File: config.mk
export PLATFORM = sky130hd
export DESIGN_NAME = kfc_window
export DESIGN_NICKNAME = d
export VERILOG_FILES = /design/src/rtl/kfc_pkg.sv /design/src/rtl/kfc_window.sv
export SDC_FILE = /design/constraint.sdc
export NUM_CORES = 1
export LEC_CHECK = 0
export BUFFER_PORTS_ARGS = -buffer_cell sky130_fd_sc_hd__buf_2
export CAP_MARGIN = 5
export CORE_ASPECT_RATIO = 0.75
export CORE_MARGIN = 2
export CORE_UTILIZATION = 45
export DETAILED_ROUTE_END_ITERATION = 10
export GPL_ROUTABILITY_DRIVEN = 1
export HOLD_SLACK_MARGIN = 0.12
export PLACE_DENSITY = 0.79
export SYNTH_ARGS = -nofsm -noshare
export SYNTH_HDL_FRONTEND = slang
export SYNTH_SLANG_ARGS = --single-unit
File: constraint.sdc
create_clock -name clock -period 5.6 [get_ports clock]
set_input_delay 0.28 -clock clock [delete_from_list [all_inputs] [get_ports clock]]
set_output_delay 0.28 -clock clock [all_outputs]
set_load 0.005 [all_outputs]
File: src/rtl/kfc_pkg.sv
`default_nettype none

package kfc_pkg;

   localparam int MAX_KMER_DEFAULT   = 8;
   localparam int COUNT_BITS_DEFAULT = 20;

   localparam int SYMBOL_BITS = 8;
   localparam int INDEX_BITS  = 16;
   localparam int OUT_BITS    = 20;
   localparam int KLEN_BITS   = 4;

   localparam logic [KLEN_BITS-1:0] KLEN_RESET    = 4'd5;
   localparam logic [OUT_BITS-1:0]  OUT_COUNT_MAX = 20'hFFFFF;

   localparam logic [1:0] MODE_PUSH  = 2'd0;
   localparam logic [1:0] MODE_READ  = 2'd1;
   localparam logic [1:0] MODE_CLEAR = 2'd2;

   localparam logic [1:0] OP_NOP   = 2'd0;
   localparam logic [1:0] OP_INC   = 2'd1;
   localparam logic [1:0] OP_READ  = 2'd2;
   localparam logic [1:0] OP_CLEAR = 2'd3;

   typedef struct packed {
      logic [1:0]             mode;
      logic [SYMBOL_BITS-1:0] symbol;
      logic [INDEX_BITS-1:0]  bin_index;
   } req_type;

   typedef struct packed {
      logic [OUT_BITS-1:0]   bin_count;
      logic [INDEX_BITS-1:0] bin_echo;
   } rsp_type;

   typedef struct packed {
      logic [1:0] cmd;
      logic       in_range;
   } op_type;

endpackage

`default_nettype wire

File: src/rtl/kfc_window.sv
`default_nettype none

module kfc_window #(
   parameter int MAX_KMER = kfc_pkg::MAX_KMER_DEFAULT
) (
   input  wire                                   clock,
   input  wire                                   reset,
   input  wire                                   in_accept,
   input  kfc_pkg::req_type                      in_data,
   input  wire                                   csr_write,
   input  wire  [kfc_pkg::KLEN_BITS-1:0]         csr_value,
   output kfc_pkg::op_type                       op,
   output logic [2*MAX_KMER-1:0]                 op_addr
);

   localparam int AW = 2 * MAX_KMER;
   localparam int CW = (AW > kfc_pkg::INDEX_BITS) ? AW : kfc_pkg::INDEX_BITS;
   localparam int KB = kfc_pkg::KLEN_BITS;

   localparam logic [7:0] CHAR_A = 8'h41;
   localparam logic [7:0] CHAR_C = 8'h43;
   localparam logic [7:0] CHAR_G = 8'h47;
   localparam logic [7:0] CHAR_T = 8'h54;

   logic [KB-1:0] klen_ff, klen_in;
   logic [AW-1:0] code_ff, code_in;
   logic [KB-1:0] fill_ff, fill_in;

   logic [KB-1:0] eff_k;
   logic [AW:0]   kspan;
   logic [AW-1:0] kmask;
   logic          base_ok;
   logic [1:0]    base;
   logic [AW-1:0] shifted;
   logic [KB-1:0] fill_next;

   always_comb begin
      if (klen_ff == '0) begin
         eff_k = KB'(1);
      end else if (klen_ff > KB'(MAX_KMER)) begin
         eff_k = KB'(MAX_KMER);
      end else begin
         eff_k = klen_ff;
      end
      kspan = (AW + 1)'(1) << {eff_k, 1'b0};
      kmask = AW'(kspan - (AW + 1)'(1));
   end

   always_comb begin
      base_ok = 1'b1;
      unique case (in_data.symbol)
         CHAR_A:  base = 2'd0;
         CHAR_C:  base = 2'd1;
         CHAR_G:  base = 2'd2;
         CHAR_T:  base = 2'd3;
         default: begin
            base    = 2'd0;
            base_ok = 1'b0;
         end
      endcase
      shifted   = AW'({code_ff, base});
      fill_next = (fill_ff < KB'(MAX_KMER)) ? KB'(fill_ff + 1'b1) : fill_ff;
   end

   always_comb begin
      op.cmd      = kfc_pkg::OP_NOP;
      op.in_range = 1'b0;
      op_addr     = '0;
      code_in     = code_ff;
      fill_in     = fill_ff;
      klen_in     = csr_write ? csr_value : klen_ff;
      unique case (in_data.mode)
         kfc_pkg::MODE_PUSH: begin
            if (base_ok) begin
               code_in = shifted;
               fill_in = fill_next;
               if (fill_next >= eff_k) begin
                  op.cmd  = kfc_pkg::OP_INC;
                  op_addr = shifted & kmask;
               end
            end else begin
               code_in = '0;
               fill_in = '0;
            end
         end
         kfc_pkg::MODE_READ: begin
            op.cmd      = kfc_pkg::OP_READ;
            op.in_range = CW'(in_data.bin_index) <= CW'(kmask);
            op_addr     = AW'(in_data.bin_index);
         end
         kfc_pkg::MODE_CLEAR: begin
            op.cmd  = kfc_pkg::OP_CLEAR;
            code_in = '0;
            fill_in = '0;
         end
         default: begin
            op.cmd = kfc_pkg::OP_NOP;
         end
      endcase
   end

   always_ff @(posedge clock) begin
      if (reset) begin
         klen_ff <= kfc_pkg::KLEN_RESET;
         code_ff <= '0;
         fill_ff <= '0;
      end else begin
         klen_ff <= klen_in;
         if (in_accept) begin
            code_ff <= code_in;
            fill_ff <= fill_in;
         end
      end
   end

endmodule

`default_nettype wire

Yosys cells after proc, flatten, opt, wreduce, memory -nomap -nowiden
Index checks and enable logic that the tools add are counted.
- add/sub/neg operators: 2
- $lt $le $gt $ge: 4
- equal/unequal tests: 6
- shift-type cells: 1
- mux-type cells: 16
- bitwise logic cells: 1
- reductions and logical operators: 5
- operator list (cell ; count):
    8-bit by 7-bit == test with 1-bit output, second input constant ; 4
    16-bit 2-to-1 mux ; 2
    16-bit one-hot mux with 2 select lines ; 1
    14-bit one-hot mux with 2 select lines ; 1
    16-bit AND ; 1
    16-bit less-or-equal comparator ; 1
    4-bit 2-to-1 mux ; 4
    1-bit by 5-bit left shift with 16-bit output, first input constant ; 1
    16-bit by 1-bit subtractor with 16-bit output, second input constant ; 1
    14-bit 2-to-1 mux ; 1
    2-bit one-hot mux with 3 select lines ; 2
    4-bit one-hot mux with 2 select lines ; 1
    4-bit by 1-bit adder with 4-bit output, second input constant ; 1
    4-bit greater-or-equal comparator ; 1
    4-bit greater-than comparator, second input constant ; 1
    4-bit logical NOT ; 1
    4-bit < comparator, second input constant ; 1
    1-bit 2-to-1 mux ; 4
    4-bit OR reduction ; 1
    2-bit by 1-bit == test with 1-bit output, second input constant ; 1
    2-bit == test, second input constant ; 1
    2-bit logical NOT ; 1
    2-bit AND reduction ; 1
    2-bit nonzero test ; 1
- register bits: 22
- bits of input ports: 34
- output and inout port bits: 19
- logic and storage cells: 38

Depth between registers and ports, before layout
Gate-level depths: netlist (run 1).
- depth after elaboration: 9
- depth in mapped cells: 12
- mapped depth without buffers: 10

Worst setup path before layout (run 1)
No wires, ideal clock.
- path type: register to output
- start: register klen_ff[3]
- end: output port op[0] in the netlist's numbering
- arrival: 2.628 ns
- data required time: 5.320 ns
- setup slack: 2.692 ns
- stages on the path, launching flop included: 13
- path buffers: 2
- path through: dfxtp_1 clkbuf_1 clkbuf_1 or3_1 ha_1 nor3_1 a21oi_1 o21a_1 ha_1 nand4_1 nor4_1 a21boi_0 o31ai_1
- RTL lines (what ; line ; text):
    start, declared ; kfc_window.sv:25 ; logic [KB-1:0] klen_ff, klen_in;
    start signal, assigned ; kfc_window.sv:104 ; klen_ff <= kfc_pkg::KLEN_RESET;
    start signal, assigned ; kfc_window.sv:108 ; klen_ff <= klen_in;
    end, declared ; kfc_window.sv:12 ; output kfc_pkg::op_type op,

Worst setup path after layout (run 1)
- start: register klen_ff[2]
- end: output port op_addr[5]
- longest elaborated chain between the ends: 9
- elaborated cells on any way between the ends: 11
- classes of those cells: 1 x add/sub; 2 x order compare; 1 x shift; 5 x mux; 1 x bitwise; 1 x reduce/logical
- ends and longest elaborated chain (what ; line ; text):
    4-bit greater-than comparator ; kfc_window.sv:40 ; end else if (klen_ff > KB'(MAX_KMER)) begin
    4-bit 2-to-1 mux ; kfc_window.sv:40 ;
    4-bit 2-to-1 mux * ; kfc_window.sv:38 ; if (klen_ff == '0) begin
    1-bit by 5-bit left shift with 16-bit output ; kfc_window.sv:45 ; kspan = (AW + 1)'(1) << {eff_k, 1'b0};
    16-bit by 1-bit subtractor with 16-bit output ; kfc_window.sv:46 ; kmask = AW'(kspan - (AW + 1)'(1));
    16-bit AND ; kfc_window.sv:79 ; op_addr = shifted & kmask;
    16-bit 2-to-1 mux * ; kfc_window.sv:77 ; if (fill_next >= eff_k) begin
    16-bit 2-to-1 mux * ; kfc_window.sv:74 ; if (base_ok) begin
    16-bit one-hot mux with 2 select lines * ; kfc_window.sv:72 ; unique case (in_data.mode)
    end, declared ; kfc_window.sv:13 ; output logic [2*MAX_KMER-1:0] op_addr
Every way passes the cells marked *; elsewhere a longest branch is shown, timed or not.

==> metrics.yaml, run 1 <==
worst_setup_path:
  path_max_fanout: 16
  critPathKind: "reg -> out"
  setup.worst_path.end_class: "primary output"
  crit_required_ps: 5320
  cp.arrival_ps: 3230
  cp-start-kind: "flip-flop"
timing:
  final_hold_viol_count: 0
  final_max_slew_viol_count: 0
  min_period_over_period_pct: 62.7
  clock_skew_ps: 2.54
  rsz0062_at_grt: "no"
  maxSlewHeadroom_pct: 24.3
  worst_slew_pin_slew_ps: 1130
  setup_violations: 0
  layout_min_cycle_time_ps: 3510
  tns_ps: 0
  max_freq_mhz: 285
layout:
  syn2layout_area_growth_pct: 17.6
  drive_gt1_share_pct: 22.6
  nFillCells: 374
  final_nets: 356
  diodes: 0
  layout.cells.non_filler: 351
  fin_util_pct: 55.6
power_and_ir_drop:
  seqPwrFrac_pct: 39.9
  leakage_nw: 0.985
  swShare_pct: 28.0
  combPwrFrac_pct: 23.6
  p_clk_share_pct: 36.5
  p_per_area_mw_per_mm2: 180
  power.switching_w: 0.000115
  p_int_w: 0.000296
  ir_drop_uv: 85.9
grt:
  grt_pass1_vias: 1726
  grt_first_pass_wirelength_mm: 7.73
  grt_use_total_pct: 20.1
  antenna_found_initial: 0
  grt_max_degree: 23
  grt_overflow_total: 0
synthesis:
  ys.flop_type: "dfxtp_1"
  synth_seq_cells: 22
  ys_warn_count: 0
  netlist_instances: 255
  synthTopCellsByCount: "nand2_1, a21oi_1, ha_1"
  yosysSeqAreaShare_pct: 22.7
  yosysUniqueCellTypes: 50
  synth_edf_count: 0
  yosysTopAreaCellShare_pct: 22.7
  synth_area_leaders: "dfxtp_1, ha_1, nand2_1"
  synth.most_common_cell: "nand2_1"
  yosys.area.top_type: "dfxtp_1"
  synthArstFlopShare_pct: 0
  syn_avg_cell_area_sq_um: 7.61
  synthesis.area_sq_mm: 0.00194
route:
  wl_mm: 4.85
  via_count: 1927
  postRouteAntennaNets: 0
  firstDrtPassIters: 4
  drc: 0
  vias_per_cell: 5.49
  routedWlPerCell_microns: 13.8
  initialDrtViolationCount: 92
clocking:
  cts_htree_levels: 1
  clock_path_buffers: 2
  numCtsBuffers: 3
  clkSinkCount: 22
  cts_tree: "yes"
  path_clk_slew_ps: 80
  post_cts_buffers: 0
  clk_latency_ps: 270
  ctsRootBufferMaster: "clkbuf_8"
  ctsHoldBuffers: 0
  cts_resized: 0
floorplanning:
  coreArea_sq_mm: 0.00410
  core.rowCount: 20
  die_w_microns: 79.8
  dieArea_sq_mm: 0.00486
  start_util_pct: 47.3
  die_h_microns: 60.9
  pin_count: 53
place:
  numPortBuffers: 52
  post-dp-hpwl_mm: 3.76
  dp_cells: 347
  gp_congestion: 0.862
run_status:
  outcome: "finished, final reports clean"
flow_run:
  drv_cap: 0
hold_path:
  hp-class: "in -> reg"
==> kinds of logic (layout without fill, tap and decap cells) <==
family                   Yosys count  count (layout)  synth area share, %
AND/OR/NAND/NOR                   98              98                 25.8
AO/OA/AOI/OAI                     64              64                 23.2
buffers and inverters             36              76                 7.81
adder cells (fa/ha/maj)           25              25                 16.1
flip-flops                        22              22                 22.7
XOR/XNOR                           4               4                 1.81
multiplexers                       4               4                 2.13
other                              2               3                0.387
==> metrics by stage <==
stage	total power [W]	hold WS (ps)	cell area, sq um	worst slack [ps]
final	0.000411	215	2280	2090
after global routing	0.000429	219	2280	1920
after CTS	0.000413	207	2280	2100
after detailed placement	0.000264	446	2210	2420
after global placement	0.000261	440	2210	2490
after floorplan	0.000228	379	1940	2690
==> flip-flops by register name (all words and copies together), names as in the netlist <==
register  cells
code_ff      14
fill_ff       4
klen_ff       4
==> critical path: stages (launching register included) <==
cell       delay (ps)
dfxtp_1           600
nor2_1            110
nor2_1            100
nor2_1             50
ha_1              290
nand2b_1          140
a2111oi_0         580
or4b_1            690
o21ai_0           220
buf_2             170
==> cell type report <==
cell class,instances,area (sq um),area share [%]
multi-input cells,198,1360,59.5
well taps,55,68.8,3.02
flip-flops and latches,22,440,19.3
clock inverters,1,30.0,1.32
clock buffers,3,41.3,1.81
inverters,18,67.6,2.96
repair buffers,54,275,12.1
==> layer usage <==
layer  wire length, microns  global-route usage [%]  part of all wire, %
met2                   2260                    34.2                   47
met3                    366                    1.93                  7.5
met4                     21                    4.36                 0.43
met5                      0                       0                    0
met1                   2200                    28.2                   45
==> path summary, 6_finish.rpt <==
check | from | cells past startpoint | to | slack [ps]
min reg2reg | code_ff[12] | 2 | code_ff[12] | 450
max | klen_ff[2] | 9 | op_addr[5] | 2090
min | csr_value[0] | 2 | klen_ff[0] | 210
max reg2reg | fill_ff[0] | 4 | fill_ff[1] | 4360
==> power by group through the flow <==
stage	combinational, W	sequential (W)	clock [W]
after floorplan	0.0000660	0.000163	0
after global placement	0.0000933	0.000168	0
final	0.0000968	0.000164	0.000150
after CTS	0.0000966	0.000164	0.000153
after detailed placement	0.0000960	0.000168	0
after global routing	0.000110	0.000165	0.000155
==> placed cells by master (no fill, tap or decap), types with 2 or more instances in the layout <==
master | Yosys | routed
buf_4 | 0 | 2
xnor2_1 | 3 | 3
ha_1 | 25 | 25
nor2b_1 | 4 | 4
conb_1 | 2 | 3
clkbuf_8 | 0 | 3
nor3b_1 | 2 | 2
mux2i_1 | 3 | 3
o21a_1 | 3 | 3
nand2b_1 | 6 | 6
nand4_1 | 18 | 18
a211o_1 | 2 | 2
nand3_1 | 2 | 2
a21oi_1 | 25 | 25
nor2_1 | 14 | 14
buf_2 | 1 | 52
o31ai_1 | 7 | 7
nand2_1 | 40 | 40
o31ai_4 | 2 | 2
o21ai_0 | 8 | 8
dfxtp_1 | 22 | 22
inv_1 | 18 | 18
o31ai_2 | 3 | 3
No activity file was read; power rests on OpenSTA's default activity.
==> run 2: changes to the inputs <==
- ABC_AREA: unset -> 1
- PLACE_DENSITY: 0.79 -> 0.82
- clock period: 5.6 -> 2.98 ns (I/O delays scaled with it)
==> run 2 against run 1 <==
  * Combinational power is 110% higher
  * Die area is 1.9% higher
  * First-iteration DRC count is 37% higher
  * Clock-buffer cell count is 1 higher
  * Sequential power is 84% higher
  * Synthesized cell count is 21% higher
  * Routed wire length is 0.76% lower
  * Area after synthesis is 2.1% higher
  * Critical path type unchanged
==> metrics.yaml, run 2 <==
route:
  postRouteAntennaNets: 0
  wl_mm: 4.82
  via_count: 2120
  vias_per_cell: 5.10
  routedWlPerCell_microns: 11.6
  firstDrtPassIters: 4
  initialDrtViolationCount: 126
  drc: 0
worst_setup_path:
  worst-r2r-cell-count: 3
  cp-startpoint: "klen_ff[2]"
  cpMaxStageDelayCell: "dfxtp_2"
  cp-start-kind: "flip-flop"
  path_cells: "inv_1, nand2_1, inv_1, nand2_1, ha_2, inv_1, a21oi_2, nand2_1, nand2_1, nand2_1, ha_1, nand2_1, nor2_1, a21oi_1, nand2_1, a21oi_1, buf_2"
  r2r-start: "klen_ff[0]"
  path_max_fanout: 5
  rrSetupSlack_ps: 1670
  cpMostUsedCell: "nand2_1"
  cp_slowest_stage_delay_ps: 360
  r2r-end: "klen_ff[0]"
  critPathKind: "reg -> out"
  cp.arrival_ps: 2590
  setup.worst_path.end_class: "primary output"
  crit_required_ps: 2830
synthesis:
  synthTopCellsByCount: "nand2_1, inv_1, a21oi_1"
  ys_warn_count: 0
  syn_avg_cell_area_sq_um: 6.41
  synth_area_leaders: "dfxtp_1, nand2_1, ha_1"
  synth_edf_count: 0
  yosysSeqAreaShare_pct: 22.3
  synth.most_common_cell: "nand2_1"
  ys.flop_type: "dfxtp_1"
  yosys.area.top_type: "dfxtp_1"
  synthArstFlopShare_pct: 0
  synthesis.area_sq_mm: 0.00198
  yosysTopAreaCellShare_pct: 22.3
  yosysUniqueCellTypes: 28
  netlist_instances: 309
  synth_seq_cells: 22
layout:
  syn2layout_area_growth_pct: 19.0
  final_nets: 421
  final_area_sq_mm: 0.00236
  drive_gt1_share_pct: 21.1
  diodes: 0
  final_cell_mix: "nand2_1, buf_2, inv_1, a21oi_1, nand3_1"
  fin_util_pct: 57.1
  regMostFlops: "code_ff"
  reg_top3: "code_ff x14, fill_ff x4, klen_ff x4"
  nFillCells: 408
  largest_reg_flops: 14
  final_common_cell: "nand2_1"
power_and_ir_drop:
  p_clk_share_pct: 30.1
  p_per_area_mw_per_mm2: 308
  leakage_nw: 1.19
  power.switching_w: 0.000230
  p_int_w: 0.000497
  swShare_pct: 31.6
  combPwrFrac_pct: 28.3
  ir_drop_uv: 237
  seqPwrFrac_pct: 41.6
grt:
  grt_first_pass_wirelength_mm: 7.86
  grt_overflow_total: 0
  antenna_found_initial: 0
  grt_max_degree: 22
  grt_use_total_pct: 20.4
  grt_pass1_vias: 1870
hold_path:
  whs_endpoint: "klen_ff[2]"
  hp-class: "in -> reg"
  min-delay-start: "csr_write"
  hold_depth: 2
floorplanning:
  die_h_microns: 61.4
  core.rowCount: 20
  start_util_pct: 47.9
  coreArea_sq_mm: 0.00413
  dieArea_sq_mm: 0.00495
  die_w_microns: 80.6
  pin_count: 53
clocking:
  clock_path_buffers: 2
  clkSinkCount: 22
  cts_tree: "yes"
  cts_htree_levels: 1
  clk_latency_ps: 270
  numCtsBuffers: 3
  ctsRootBufferMaster: "clkbuf_8"
  post_cts_buffers: 0
  path_clk_slew_ps: 70
timing:
  fin_ws_ps: 236
  setup_violations: 0
  max_freq_mhz: 364
  clock_skew_ps: 8.01
  maxSlewHeadroom_pct: 61.6
  min_period_over_period_pct: 92.1
  final_hold_viol_count: 0
  final_max_slew_viol_count: 0
  layout_min_cycle_time_ps: 2740
  worst_slew_pin_slew_ps: 570
place:
  pre_cts_ws_ps: 434
  placed_cell_area_sq_mm: 0.00226
  numPortBuffers: 52
  post-dp-hpwl_mm: 3.85
  gp_congestion: 0.906
flow_run:
  drv_cap: 0
run_status:
  outcome: "finished, final reports clean"
-- run 2: cell types whose count changed after synthesis, sizes merged, moves of 11 or more --
cell	before	now
clkbuf	15	4
nand3	2	32
o21ai	9	24
nand2	40	99
nand4	18	1
o31ai	12	0
inv	18	37
-- run 2: metrics by stage --
stage               total power, W  TNS, ps  std cells  hold slack [ps]
floorplan                 0.000439        0        310              249
global placement          0.000501        0        409              358
detailed placement        0.000507        0        409              362
CTS                       0.000728        0        416              126
global route              0.000772    -29.8        416              154
finish                    0.000727        0        416              126
-- run 2: worst max path at each step --
stage | to
after floorplan | op[0]
after global placement | op[0]
after detailed placement | op[0]
after CTS | op[0]
after global routing | op[0]
final | op[0]
-- run 2: kinds of logic after synthesis --
kind of cell,count (synthesis),share of synthesized area (%)
xor+xnor,2,0.885
fa+ha+maj,25,15.8
compound gates,58,17.2
other cells,2,0.379
simple gates,152,33.2
flops,22,22.3
buf+inv,48,10.3
-- run 2: cell type report --
| type | count | area, sq um | area share (%) |
|---|---|---|---|
| Clock buffer | 4 | 55.1 | 2.34 |
| Inverter | 39 | 146 | 6.21 |
| Multi-Input combinational cell | 240 | 1350 | 57.1 |
| Sequential cell | 22 | 442 | 18.7 |
| Tap cell | 55 | 68.8 | 2.92 |
| Timing Repair Buffer | 56 | 298 | 12.6 |
-- run 2: per-layer routing --
layer / share of wire, % / GRT usage [%] / wire length [microns] / vias to the layer above
met2: 43 / 35.0 / 2050 / 74
met4: 0.58 / 2.91 / 28 / 0
met1: 49 / 27.7 / 2370 / 934
met3: 7.5 / 3.96 / 363 / 5
met5: 0 / 0 / 0 / -
li1: - / - / - / 1107
-- run 2: worst max-delay path: cells and delay by family (launching register included) --
kind	cells	cell delay [ps]
AO/OA/AOI/OAI	3	420
AND/OR/NAND/NOR	8	700
adder cells (fa/ha/maj)	2	480
buffers and inverters	4	360
flip-flops	1	360
-- run 2: timing repair --
action	4_1_cts	5_1_grt
setup endpoints to repair	0	1
resized for setup	0	3
hold buffers	3	0
endpoints found under the hold margin	2	0
-- run 2: power groups by stage --
| stage | Combinational, W | Sequential (W) | Clock [W] |
|---|---|---|---|
| after floorplan | 0.000131 | 0.000308 | 0 |
| after global placement | 0.000192 | 0.000308 | 0 |
| after detailed placement | 0.000198 | 0.000309 | 0 |
| after CTS | 0.000203 | 0.000302 | 0.000224 |
| after global routing | 0.000235 | 0.000303 | 0.000234 |
| final | 0.000206 | 0.000302 | 0.000219 |
